===== config.mk =====
export PLATFORM = sky130hd
export DESIGN_NAME = periodic_oneshot_timer_bank_top
export DESIGN_NICKNAME = d
export VERILOG_FILES = /design/src/hw/rtl/potb_pkg.sv /design/src/hw/rtl/potb_ctrl.sv /design/src/hw/rtl/potb_datapath.sv /design/src/hw/rtl/periodic_oneshot_timer_bank_top.sv
export SDC_FILE = /design/constraint.sdc
export NUM_CORES = 2
export LEC_CHECK = 0
export ABC_AREA = 1
export ABC_CLOCK_PERIOD_IN_PS = 6850
export BUFFER_PORTS_ARGS = -buffer_cell sky130_fd_sc_hd__buf_2
export CAP_MARGIN = 40
export CORE_MARGIN = 2
export CORE_UTILIZATION = 55
export DETAILED_ROUTE_END_ITERATION = 16
export GPL_ROUTABILITY_DRIVEN = 1
export MAX_ROUTING_LAYER = met4
export PLACE_DENSITY = 0.71
export SETUP_SLACK_MARGIN = 0.1
export SYNTH_ARGS = -nofsm -noshare
export SYNTH_HDL_FRONTEND = slang
export SYNTH_SLANG_ARGS = --single-unit

===== constraint.sdc =====
create_clock -name clk -period 6.85 [get_ports clk]
set_clock_uncertainty 0.05 [all_clocks]
set_input_delay 0.3425 -clock clk [delete_from_list [all_inputs] [get_ports clk]]
set_output_delay 0.3425 -clock clk [all_outputs]
set_load 0.02 [all_outputs]

===== src/hw/rtl/potb_pkg.sv =====
// Shared types and constants for the periodic / one-shot timer bank.
// Holds the command codes, the controller state type and the
// controller <-> datapath command and status structs. No dependencies.
package potb_pkg;

	// Bank geometry; slot 0 is reserved and never allocated
	localparam int NUM_SLOTS = 16;
	localparam int SLOT_W    = $clog2(NUM_SLOTS);

	// Field widths of one input item and one result item
	localparam int CMD_W    = 3;
	localparam int ID_W     = 4;
	localparam int PERIOD_W = 31;
	localparam int S_DATA_W = 40;  // cmd, timer_id, period, one_shot, zero pad
	localparam int M_DATA_W = 8;   // status, result_id, zero pad

	// Command codes; the two codes above CMD_RESET are rejected
	typedef enum logic [CMD_W-1:0] {
		CMD_TICK   = 3'd0,
		CMD_CREATE = 3'd1,
		CMD_DELETE = 3'd2,
		CMD_START  = 3'd3,
		CMD_STOP   = 3'd4,
		CMD_RESET  = 3'd5
	} cmd_t;

	// Result status codes
	localparam logic ST_OK   = 1'b0;
	localparam logic ST_FAIL = 1'b1;

	// Controller states
	typedef enum logic [1:0] {
		S_IDLE,
		S_EXEC,
		S_SCAN,
		S_FLUSH
	} state_t;

	// Controller -> datapath commands
	typedef struct packed {
		logic load;   // capture the input beat, rewind the scan
		logic exec;   // carry out a non-tick command and post its result
		logic scan;   // process the current slot of a tick and advance
		logic flush;  // post the held firing as the final result of a tick
	} dp_cmd_t;

	// Datapath -> controller status
	typedef struct packed {
		logic in_tick;     // input beat on offer is a tick
		logic out_free;    // output register can take a result this cycle
		logic scan_stall;  // current slot fires but the held firing cannot leave
		logic scan_end;    // scan sits on the last slot
		logic pend_valid;  // a firing is held back awaiting its last flag
	} dp_stat_t;

endpackage


===== src/hw/rtl/potb_ctrl.sv =====
// Controller state machine of the timer bank.
// Sequences command execution, the slot scan of a tick and the final flush.
// Depends on potb_pkg.
module potb_ctrl
	import potb_pkg::*;
(
	input  logic     clk,
	input  logic     arst_n,
	input  logic     s_tvalid,
	output logic     s_tready,
	input  dp_stat_t stat,
	output dp_cmd_t  dp
);

	state_t state_q;
	state_t state_nxt;

	// State register
	always_ff @(posedge clk or negedge arst_n) begin
		if (!arst_n) begin
			state_q <= S_IDLE;
		end else begin
			state_q <= state_nxt;
		end
	end

	// Next state
	always_comb begin
		state_nxt = state_q;
		unique case (state_q)
			S_IDLE: begin
				if (s_tvalid) begin
					state_nxt = stat.in_tick ? S_SCAN : S_EXEC;
				end
			end
			S_EXEC: begin
				if (stat.out_free) begin
					state_nxt = S_IDLE;
				end
			end
			S_SCAN: begin
				if (!stat.scan_stall && stat.scan_end) begin
					state_nxt = S_FLUSH;
				end
			end
			S_FLUSH: begin
				if (!stat.pend_valid || stat.out_free) begin
					state_nxt = S_IDLE;
				end
			end
			default: state_nxt = S_IDLE;
		endcase
	end

	// Outputs
	always_comb begin
		s_tready = 1'b0;
		dp       = '0;
		unique case (state_q)
			S_IDLE: begin
				s_tready = 1'b1;
				dp.load  = s_tvalid;
			end
			S_EXEC: begin
				dp.exec = stat.out_free;
			end
			S_SCAN: begin
				dp.scan = !stat.scan_stall;
			end
			S_FLUSH: begin
				dp.flush = stat.pend_valid && stat.out_free;
			end
			default: begin
				s_tready = 1'b0;
			end
		endcase
	end

endmodule


===== src/hw/rtl/potb_datapath.sv =====
// Datapath of the timer bank: slot flags and counts, command register,
// scan counter, held firing and the output register.
// Depends on potb_pkg; driven by potb_ctrl.
module potb_datapath
	import potb_pkg::*;
(
	input  logic                clk,
	input  logic                arst_n,
	input  logic [S_DATA_W-1:0] s_tdata,
	output logic                m_tvalid,
	input  logic                m_tready,
	output logic [M_DATA_W-1:0] m_tdata,   // [0] status, [4:1] result_id, [7:5] zero
	output logic                m_tuser,   // [0] fired
	output logic                m_tlast,
	input  dp_cmd_t             dp,
	output dp_stat_t            stat
);

	// Slot state
	logic [NUM_SLOTS-1:0] in_use_q;
	logic [NUM_SLOTS-1:0] running_q;
	logic [NUM_SLOTS-1:0] once_q;
	logic [PERIOD_W-1:0]  period_q [NUM_SLOTS];
	logic [PERIOD_W-1:0]  remain_q [NUM_SLOTS];

	// Command register and scan control
	logic [CMD_W-1:0]    cmd_q;
	logic [ID_W-1:0]     id_q;
	logic [PERIOD_W-1:0] per_in_q;
	logic                one_shot_q;
	logic [SLOT_W-1:0]   scan_q;
	logic                pend_valid_q;
	logic [SLOT_W-1:0]   pend_id_q;

	// Output register
	logic              out_valid_q;
	logic              out_status_q;
	logic [ID_W-1:0]   out_id_q;
	logic              out_fired_q;
	logic              out_last_q;

	// Combinational datapath signals
	logic                id_ok;
	logic                id_in_range;
	logic [SLOT_W-1:0]   id_idx;
	logic [SLOT_W-1:0]   rd_idx;
	logic [SLOT_W-1:0]   wr_idx;
	logic [PERIOD_W-1:0] per_rd;
	logic [PERIOD_W-1:0] rem_rd;
	logic [PERIOD_W-1:0] rem_dec;
	logic                hit;
	logic                fire;
	logic                out_free;
	logic [SLOT_W-1:0]   free_idx;
	logic                free_found;
	logic                use_we, use_wd;
	logic                run_we, run_wd;
	logic                once_we, once_wd;
	logic                rem_we;
	logic [PERIOD_W-1:0] rem_wd;
	logic                per_we;
	logic [PERIOD_W-1:0] per_wd;
	logic                push;
	logic                push_status;
	logic [ID_W-1:0]     push_id;
	logic                push_fired;
	logic                push_last;
	logic                pend_set;

	// Id checks; the command id doubles as the read address outside a tick
	assign id_in_range = (int'(id_q) < NUM_SLOTS);
	assign id_ok       = (id_q != '0) && id_in_range;
	assign id_idx      = SLOT_W'(id_q);
	assign rd_idx      = (cmd_q == CMD_TICK) ? scan_q : id_idx;
	assign per_rd      = period_q[rd_idx];
	assign rem_rd      = remain_q[rd_idx];
	assign rem_dec     = rem_rd - PERIOD_W'(1);

	// Current scan slot counts down, and fires on its last count
	assign hit  = in_use_q[rd_idx] && running_q[rd_idx] && (rem_rd != '0);
	assign fire = hit && (rem_dec == '0);

	assign out_free = !out_valid_q || m_tready;

	// Lowest free slot from 1 upward
	always_comb begin
		free_idx   = '0;
		free_found = 1'b0;
		for (int i = NUM_SLOTS - 1; i >= 1; i--) begin
			if (!in_use_q[i]) begin
				free_idx   = SLOT_W'(i);
				free_found = 1'b1;
			end
		end
	end

	// Status to the controller
	always_comb begin
		stat.in_tick    = (s_tdata[CMD_W-1:0] == CMD_TICK);
		stat.out_free   = out_free;
		stat.scan_stall = fire && pend_valid_q && !out_free;
		stat.scan_end   = (scan_q == SLOT_W'(NUM_SLOTS - 1));
		stat.pend_valid = pend_valid_q;
	end

	// Slot updates and result selection
	always_comb begin
		use_we      = 1'b0;
		use_wd      = 1'b0;
		run_we      = 1'b0;
		run_wd      = 1'b0;
		once_we     = 1'b0;
		once_wd     = 1'b0;
		rem_we      = 1'b0;
		rem_wd      = '0;
		per_we      = 1'b0;
		per_wd      = per_in_q;
		wr_idx      = rd_idx;
		push        = 1'b0;
		push_status = ST_OK;
		push_id     = id_q;
		push_fired  = 1'b0;
		push_last   = 1'b1;
		pend_set    = 1'b0;
		if (dp.exec) begin
			push = 1'b1;
			unique case (cmd_q)
				CMD_CREATE: begin
					if ((per_in_q != '0) && free_found) begin
						wr_idx  = free_idx;
						use_we  = 1'b1;
						use_wd  = 1'b1;
						run_we  = 1'b1;
						once_we = 1'b1;
						once_wd = one_shot_q;
						rem_we  = 1'b1;
						rem_wd  = per_in_q;
						per_we  = 1'b1;
						push_id = ID_W'(free_idx);
					end else begin
						push_status = ST_FAIL;
						push_id     = '0;
					end
				end
				CMD_DELETE: begin
					if (id_ok) begin
						use_we  = 1'b1;
						run_we  = 1'b1;
						once_we = 1'b1;
						rem_we  = 1'b1;
					end else begin
						push_status = ST_FAIL;
					end
				end
				CMD_START: begin
					if (id_ok) begin
						run_we = 1'b1;
						run_wd = 1'b1;
						rem_we = 1'b1;
						rem_wd = per_rd;
					end else begin
						push_status = ST_FAIL;
					end
				end
				CMD_STOP: begin
					// slot 0 is accepted here
					if (id_in_range) begin
						run_we = 1'b1;
						rem_we = 1'b1;
					end else begin
						push_status = ST_FAIL;
					end
				end
				CMD_RESET: begin
					if ((per_in_q != '0) && id_ok) begin
						run_we = 1'b1;
						run_wd = 1'b1;
						rem_we = 1'b1;
						rem_wd = per_in_q;
						per_we = 1'b1;
					end else begin
						push_status = ST_FAIL;
					end
				end
				default: begin
					push_status = ST_FAIL;
					push_id     = '0;
				end
			endcase
		end else if (dp.scan) begin
			if (hit) begin
				rem_we = 1'b1;
				rem_wd = rem_dec;
				if (fire) begin
					pend_set = 1'b1;
					// free a one-shot timer, reload a repeating one
					if (once_q[rd_idx]) begin
						use_we  = 1'b1;
						run_we  = 1'b1;
						once_we = 1'b1;
						rem_wd  = '0;
					end else begin
						rem_wd = per_rd;
					end
					// an earlier firing of this tick is now known not to be last
					if (pend_valid_q) begin
						push       = 1'b1;
						push_id    = ID_W'(pend_id_q);
						push_fired = 1'b1;
						push_last  = 1'b0;
					end
				end
			end
		end else if (dp.flush) begin
			push       = 1'b1;
			push_id    = ID_W'(pend_id_q);
			push_fired = 1'b1;
		end
	end

	// Slot flags
	always_ff @(posedge clk or negedge arst_n) begin
		if (!arst_n) begin
			in_use_q  <= '0;
			running_q <= '0;
			once_q    <= '0;
		end else begin
			if (use_we) begin
				in_use_q[wr_idx] <= use_wd;
			end
			if (run_we) begin
				running_q[wr_idx] <= run_wd;
			end
			if (once_we) begin
				once_q[wr_idx] <= once_wd;
			end
		end
	end

	// Slot counts and periods; not reset, and read by a start even on a free slot
	always_ff @(posedge clk) begin
		if (rem_we) begin
			remain_q[wr_idx] <= rem_wd;
		end
		if (per_we) begin
			period_q[wr_idx] <= per_wd;
		end
	end

	// Command capture
	always_ff @(posedge clk) begin
		if (dp.load) begin
			cmd_q      <= s_tdata[CMD_W-1:0];
			id_q       <= s_tdata[CMD_W +: ID_W];
			per_in_q   <= s_tdata[CMD_W+ID_W +: PERIOD_W];
			one_shot_q <= s_tdata[CMD_W+ID_W+PERIOD_W];
		end
	end

	// Scan counter and held firing
	always_ff @(posedge clk or negedge arst_n) begin
		if (!arst_n) begin
			scan_q       <= '0;
			pend_valid_q <= 1'b0;
			pend_id_q    <= '0;
		end else begin
			if (dp.load) begin
				scan_q       <= '0;
				pend_valid_q <= 1'b0;
			end else if (dp.scan) begin
				scan_q <= scan_q + SLOT_W'(1);
				if (pend_set) begin
					pend_valid_q <= 1'b1;
					pend_id_q    <= rd_idx;
				end
			end else if (dp.flush) begin
				pend_valid_q <= 1'b0;
			end
		end
	end

	// Output register: load a result, drop it once the beat is taken
	always_ff @(posedge clk or negedge arst_n) begin
		if (!arst_n) begin
			out_valid_q <= 1'b0;
		end else if (push) begin
			out_valid_q <= 1'b1;
		end else if (m_tready) begin
			out_valid_q <= 1'b0;
		end
	end

	always_ff @(posedge clk) begin
		if (push) begin
			out_status_q <= push_status;
			out_id_q     <= push_id;
			out_fired_q  <= push_fired;
			out_last_q   <= push_last;
		end
	end

	assign m_tvalid = out_valid_q;
	assign m_tdata  = M_DATA_W'({out_id_q, out_status_q});
	assign m_tuser  = out_fired_q;
	assign m_tlast  = out_last_q;

`ifndef SYNTH
	// Reserved slot never becomes allocated
	a_slot0_free: assert property (@(posedge clk) disable iff (!arst_n)
		!in_use_q[0])
		else $error("reserved slot 0 marked in use");

	// A running allocated slot always has a count left
	a_run_count: assert property (@(posedge clk) disable iff (!arst_n)
		(in_use_q[rd_idx] && running_q[rd_idx]) |-> (rem_rd != '0))
		else $error("running timer with zero count");

	// A result never lands on an untaken beat
	a_no_overrun: assert property (@(posedge clk) disable iff (!arst_n)
		push |-> out_free)
		else $error("output beat overwritten");

	// A firing report always carries success
	a_fire_ok: assert property (@(posedge clk) disable iff (!arst_n)
		(out_valid_q && out_fired_q) |-> (out_status_q == ST_OK))
		else $error("firing reported with failure status");
`endif

endmodule


===== src/hw/rtl/periodic_oneshot_timer_bank_top.sv =====
// Bank of periodic / one-shot countdown timers driven by a command stream.
// Channels: slave stream s_* carries one command per beat; master stream m_*
// returns results. Command beats are tick, create, delete, start, stop and
// reset period; every command but tick returns one result with tlast set.
// A tick decrements each running timer once and returns one result per timer
// that expires, in slot order, tlast on the final one; a quiet tick returns
// nothing. tuser flags an expiry report.
// A non-tick command is held in the command register and its result is loaded
// into the output register once that is free; a tick walks the slots one per
// cycle while its scan does not stall, through the single shared slot update path,
// and posts its final expiry from the held firing.
// One command is in work at a time; the next beat is taken once it is done.
// Reset clears all slots to free and stopped and empties the output register.
// A stalled receiver holds the output register; a command waits for it, and a
// tick stalls its scan only when a second expiry is found while the previous
// one is still waiting. Depends on potb_pkg, potb_ctrl and potb_datapath.
module periodic_oneshot_timer_bank_top
	import potb_pkg::*;
(
	input  logic                clk,
	input  logic                arst_n,
	input  logic                s_tvalid,
	output logic                s_tready,
	input  logic [S_DATA_W-1:0] s_tdata,   // [2:0] cmd, [6:3] timer_id,
	                                       // [37:7] period, [38] one_shot, [39] zero
	output logic                m_tvalid,
	input  logic                m_tready,
	output logic [M_DATA_W-1:0] m_tdata,   // [0] status, [4:1] result_id, [7:5] zero
	output logic                m_tuser,   // [0] fired
	output logic                m_tlast
);

	dp_cmd_t  dp;
	dp_stat_t stat;

	// Sequence the commands
	potb_ctrl u_ctrl (
		.clk      (clk),
		.arst_n   (arst_n),
		.s_tvalid (s_tvalid),
		.s_tready (s_tready),
		.stat     (stat),
		.dp       (dp)
	);

	// Hold slot state and produce results
	potb_datapath u_datapath (
		.clk      (clk),
		.arst_n   (arst_n),
		.s_tdata  (s_tdata),
		.m_tvalid (m_tvalid),
		.m_tready (m_tready),
		.m_tdata  (m_tdata),
		.m_tuser  (m_tuser),
		.m_tlast  (m_tlast),
		.dp       (dp),
		.stat     (stat)
	);

endmodule


# After elaboration in Yosys (flattened, before gate mapping)
# Memory sizes are Yosys's and may differ from the RTL's.
# Index checks and enable logic that the tools add are counted.
word_totals:
  register_bits: 106
  mem_bits_rw: 992
  input_bits: 44
  output_inout_bits: 12
  wordCells: 196
  memories: 2
memory_table:
  columns: ["name", "depth", "width", "rd", "rd_ports_with_merged_regs", "write_ports", "line_no", "rtl"]
  rows:
  - ["u_datapath.period_q", 16, 31, 1, 0, 1, "potb_datapath.sv:23", "logic [PERIOD_W-1:0] period_q [NUM_SLOTS];"]
  - ["u_datapath.remain_q", 16, 31, 1, 0, 1, "potb_datapath.sv:24", "logic [PERIOD_W-1:0] remain_q [NUM_SLOTS];"]
classes:
  n_addsub: 2
  n_lt_le_gt_ge: 3
  n_eq_ne: 14
  muxes: 123
  bitwise_logic: 4
  n_reduce_logical: 32
op_table:
  columns: ["op", "count"]
  rows:
  - ["$mux 31", 8]
  - ["$mux 4", 28]
  - ["$pmux 31 s3", 1]
  - ["$mux 1", 67]
  - ["$reduce_bool 31->1", 2]
  - ["$bwmux 16", 3]
  - ["$logic_not 31->1", 1]
  - ["$sub 31x1->31 const B", 1]
  - ["$bmux 1 s4", 3]
  - ["$logic_and 1x1->1", 10]
  - ["$lt 4x5->1 const B", 2]
  - ["$mux 2", 5]
  - ["$pmux 1 s4", 2]
  - ["$pmux 2 s4", 1]
  - ["$pmux 4 s2", 1]
  - ["$reduce_or 4->1", 2]
  - ["$eq 3x2->1 const B", 2]
  - ["$eq 3x3->1 const B", 2]
  - ["$logic_not 3->1", 2]
  - ["$ne 2x1->1 const B", 3]
  - ["$pmux 1 s2", 3]
  - ["$add 4x1->4 const B", 1]
  - ["$demux 1 s4", 1]
  - ["$eq 2x2->1 const B", 2]
  - ["other kinds (17)", 25]

# Logic depth before layout (Yosys ltp)
depth:
  ltp_word: 24
  ltp_mapped: 31
  mapped_depth_nobuf: 30

# By module
# From an unflattened synthesis, not the netlist that was laid out.
unflattened:
  hier_cells: 4658
  hier_area_um2: 48310.1
by_module_without_submodules:
  columns: ["module", "instances", "cells_per_inst", "area_per_inst_um2", "seq_area_each_um2"]
  rows:
  - ["potb_datapath", 1, 4627, 48119.9, 32621.3]
  - ["potb_ctrl", 1, 31, 190.2, 50.0]

# Worst setup path before layout
# OpenSTA, ideal clock, no wires.
synth_path:
  kind: "reg-to-reg"
  startpoint: "register u_datapath.cmd_q[0]"
  endpoint: "memory u_datapath.remain_q[2][0], enable pin"
  arrival_ns: 4.704
  t_required_ns: 6.381
  slack_ns: 1.677
  path_stages_with_launch: 28
  path_cell_list: "edfxtp_1 -> nor2_8 -> nand2_8 -> o21ai_2 -> buf_4 -> buf_4 -> nand3_1 -> nand3_1 -> nand3_1 -> nand2_1 -> ha_1 -> nand3_1 -> nor2_1 -> nand2_1 -> inv_1 -> nand2_1 -> o21ai_0 -> nand2_1 -> nand2_1 -> nor2_1 -> nand3_1 -> nor2_2 -> nand2_1 -> nand2_2 -> nor2_4 -> o21ai_4 -> buf_6 -> nor2_1"
synth_between:
  elab_chain_cells: 15
  word_cells_on_any_way: 32
synth_lines:
  columns: ["item", "line_no", "rtl"]
  rows:
  - ["from (decl)", "potb_datapath.sv:27", "logic [CMD_W-1:0] cmd_q;"]
  - ["from (signal assigned)", "potb_datapath.sv:253", "cmd_q <= s_tdata[CMD_W-1:0];"]
  - ["branches (longest 15 deep; another with $mem_v2 16x31)", null, null]
  - ["to (decl)", "potb_datapath.sv:24", null]
# Several ways; the timed one is not identified. The select of a mux whose other input is x is not followed.

# Final worst setup path
layout_path:
  startpoint: "register u_datapath.cmd_q[1]"
  endpoint: "memory u_datapath.remain_q[12][25], enable pin"
# The elaborated chain is that of the path after synthesis.

==> impl.org <==
** Detailed routing
- Wirelength, routed :: between 100000 and 150000 um
- In this run the remaining antenna-violating nets after routing total 0.
- Detailed-route DRC error count :: 0
- Dividing the detail-routed via count by the number of cells gives between 5 and 6.
- Iteration count of the initial detailed-routing pass :: 5
- The routed layout has 35400 vias.
- The detailed router finished its first iteration with between 4000 and 5000 violations.
- In the final routed layout, each cell accounts on average for 21.9 um.

** Die
- The floorplan has 108 rows.
- In this run the vertical extent of the chip is between 300 and 400 um.
- The core region is ~87000 um^2.
- IO Count :: 56
- Initial core utilization :: 0.556
- From left edge to right edge, the die measures between 300 and 400 um.
- Floorplan die area :: about 90000 um^2

** Place
- Place WS :: 688 ps
- Buffers on Ports :: just over 50
- The congestion estimate from routability-driven global placement came to a little under 1.
- Cell Area, Placed :: 50500 um^2
- Post-detail-place hpwl :: roughly 73000 um

** STA
- Unrepaired setup endpoints after global routing :: false
- Peak clock frequency supported by timing :: 160 MHz
- After routing, the total negative slack on setup checks comes to 0 ps.
- After layout, the minimum clock period comes to 6250 ps.
- In the finished design, the share of the clock period the worst path needs comes to 0.913.
- Setup slack closes at about 600 ps.
- The number of slew-limit violations in the final report came to 0.
- Final hold violation count :: 0
- In this run the tightest slew margin relative to its limit is 0.369.
- Slew @ Worst Pin :: roughly 950 ps
- Setup violations remaining at the end of the flow were counted as 0.

** Synth
- Leading area contributor after synthesis :: sky130_fd_sc_hd__edfxtp_1
- Yosys cell types :: between 40 and 50
- Sorting the synthesized cells by how often they occur yields sky130_fd_sc_hd__nand2_1 (1439), sky130_fd_sc_hd__nand3_1 (1040), sky130_fd_sc_hd__edfxtp_1 (1038).
- During synthesis, Yosys emitted a total of 0 warnings.
- sky130_fd_sc_hd__nand2_1 is the most common cell in the netlist.
- Counting flops with a built-in enable in the synthesized netlist gives roughly 1000.
- Area share of the largest cell type after synthesis :: 0.646
- Number of cells produced by synthesis :: between 4000 and 5000
- Cell area after synthesis :: just under 50000 um^2
- In the post-synthesis netlist, the biggest area contributors are sky130_fd_sc_hd__edfxtp_1 (65%), sky130_fd_sc_hd__nand2_1 (11%), sky130_fd_sc_hd__nand3_1 (11%).
- Seq/Total Area, Yosys :: 0.677
- Counting flops and latches in the post-synthesis netlist gives 1098.
- In this run the mean area of a mapped cell was 10.4 um^2.
- Proportion of synthesized flip-flops having asynchronous set or reset :: 0.0546
- In the synthesized netlist the dominant register cell turns out to be sky130_fd_sc_hd__edfxtp_1.

** Power
- In this run the power density over the cells is between 300 and 400 nW/um^2.
- Peak supply drop :: roughly 0.28 mV
- PnR Total Power :: approximately 0.018 W
- Static Leak :: approximately 21 nW

** Setup path
- The worst register-to-register path ends at u_datapath.remain_q[12][25].
- On the critical path, the stage with the largest delay is an instance of sky130_fd_sc_hd__buf_4.
- The startpoint identified for the worst register-to-register timing path is u_datapath.cmd_q[1].
- In this run the worst path has a maximum fanout of ~110.
- The worst setup path is launched from a register.
- At the worst endpoint, the arrival time is approximately 6500 ps.
- The critical path is of the register to register type.
- Setup slack on the worst reg-to-reg path comes out at approximately 600 ps.
- Required @ worst endpoint :: 7100 ps
- The cell that appears most often on the critical path is sky130_fd_sc_hd__nand2_1.
- Counting cells, the worst reg-to-reg path comes to 28.
- STA classifies the critical path endpoint as a register.
- In this design, the stage delay of the slowest critical-path cell is 590 ps.

** Clocking
- In this run the deepest clock path goes through 3 buffers.
- Clock insertion delay at the later pin of the skew report :: about 710 ps
- CTS clock-pin slew for the worst setup and hold paths :: 60 ps
- In this run the clock root is driven by a sky130_fd_sc_hd__clkbuf_16.
- Hold Buf Count CTS :: 40
- Total setup buffers inserted after CTS :: 0
- TritonCTS built the clock tree.
- Clock tree synthesis found a total of around 1100 sinks.
- # resized after CTS :: 0
- The H-tree was split into 3 levels.
- Clock tree synthesis inserted a total of 110 buffers.

** Final layout
- Core Util, Final :: 0.628
- Inserted Diodes :: 0
- Total non-filler cell area in the finished layout :: 54500 um^2
- Final #Nets :: between 4000 and 5000
- Of the cells placed in the final design, the portion with a size suffix greater than 1 is 0.0874.
- Number of fill cells :: between 6000 and 7000
- Area Overhead vs Synth :: 12.9%

** Worst hold path
- The worst hold path begins at s_tvalid.
- The worst hold path terminates at u_datapath.per_in_q[25].
- The min-delay analysis places its worst path in the category input port to register.
- Number of cells on the worst hold path :: 3

** Global routing
- Initial antenna violation count :: 0
- Global route total overflow :: 0
- For this run, global-route usage on met1 was measured as 0.410.
- Number of global-route vias before repair :: between 30000 and 40000
- Overall Global Routing Usage :: 0.301
- The first global-routing pass estimated between 150000 and 200000 um of wire.
- Met3 Resource Use GR :: 0.0372
- In the global route stage, met2 resource usage came out at 0.466.
- Entering global routing, the biggest net connects 188 pins.
- Layer with the highest usage :: met2

** Outcome
- The flow ran to the end, and the final reports show no timing, DRC or antenna violations.

** Run
- The tool flagged a number of max-cap violations equal to 0.
[stage by stage]
stage,cells,hold slack (ps)
floorplan,4697,-3.09
global placement,5763,403
detailed placement,5782,409
CTS,6029,62.1
global route,6029,75.7
finish,6029,100
[flip-flops by register name, summed over array words and instances (netlist names)]
signal	cells
u_datapath.m_tuser	1
u_datapath.once_q	16
u_datapath.m_tlast	1
u_datapath.pend_valid_q	1
u_ctrl.state_q	2
u_datapath.in_use_q	16
u_datapath.period_q	496
u_datapath.remain_q	496
u_datapath.cmd_q	3
u_datapath.id_idx	4
u_datapath.scan_q	4
u_datapath.pend_id_q	4
u_datapath.running_q	16
u_datapath.one_shot_q	1
u_datapath.m_tvalid	1
u_datapath.out_status_q	1
u_datapath.out_id_q	4
u_datapath.per_in_q	31
[how the worst max path moves through the flow]
stage                              from                          end  depth (start not counted)
CTS                 u_datapath.cmd_q[1]   u_datapath.remain_q[12][4]                         28
finish              u_datapath.cmd_q[1]  u_datapath.remain_q[12][25]                         28
detailed placement  u_datapath.cmd_q[1]  u_datapath.remain_q[12][19]                         28
global route        u_datapath.cmd_q[1]  u_datapath.remain_q[14][28]                         28
global placement    u_datapath.cmd_q[0]   u_datapath.remain_q[12][3]                         26
floorplan           u_datapath.cmd_q[0]    u_datapath.remain_q[2][0]                         27
[logic make-up (layout without fill, tap and decap cells)]
kind of cell,count (synthesis),after routing,synth area share
muxes,1,1,0.000233
DFF,1098,1098,0.677
buffers and inverters,655,832,0.0563
xor gates and xnor gates,3,3,0.000544
and+or+nand+nor,2737,2737,0.246
AOI/OAI and AO/OA,165,165,0.0191
adders and majority gates,4,4,0.00104
other,1,34,0.0000777
[routing by layer]
layer  vias to the layer above  share of wire
li1                      16100              -
met1                     17000           0.39
met2                      1982           0.47
met3                       328           0.10
met4                         0          0.038
met5                         -              0
[layout make-up]
| cell class | count | area [um^2] | share of cell area |
|---|---|---|---|
| timing repair buffer | 230 | 1980 | 0.0364 |
| multi-input combinational | 2944 | 13300 | 0.244 |
| clock inverter | 73 | 732 | 0.0134 |
| inverter | 395 | 1490 | 0.0273 |
| tap | 1155 | 1450 | 0.0265 |
| sequential | 1098 | 32700 | 0.599 |
| clock buffer | 134 | 2910 | 0.0534 |
[critical path: cells and delay by family, from the launching register on]
family,cells,cell delay (ps)
simple gates,23,3620
buf+inv,3,1280
flops,1,480
compound gates,2,270
[cell usage in the layout (no fill, tap or decap), drive strengths merged, types with 7 or more instances in the layout]
cell	instances
nand2	1446
nor4	9
o21ai	132
clkbuf	134
nand4	44
conb	34
dlygate4sd3	40
clkinv	61
dfrtp	60
edfxtp	1038
inv	395
nand3b	7
nor2	182
nand3	1042
o211ai	17
bufinv	9
buf	190
[power breakdown]
group	switching, W	leakage (nW)	internal (W)
logic	0.00290	9.12	0.00101
clock network	0.00260	1.78	0.00339
registers	0.000148	10.3	0.00792
total	0.00565	21.2	0.0123
Power figures use the tool's default switching activity.
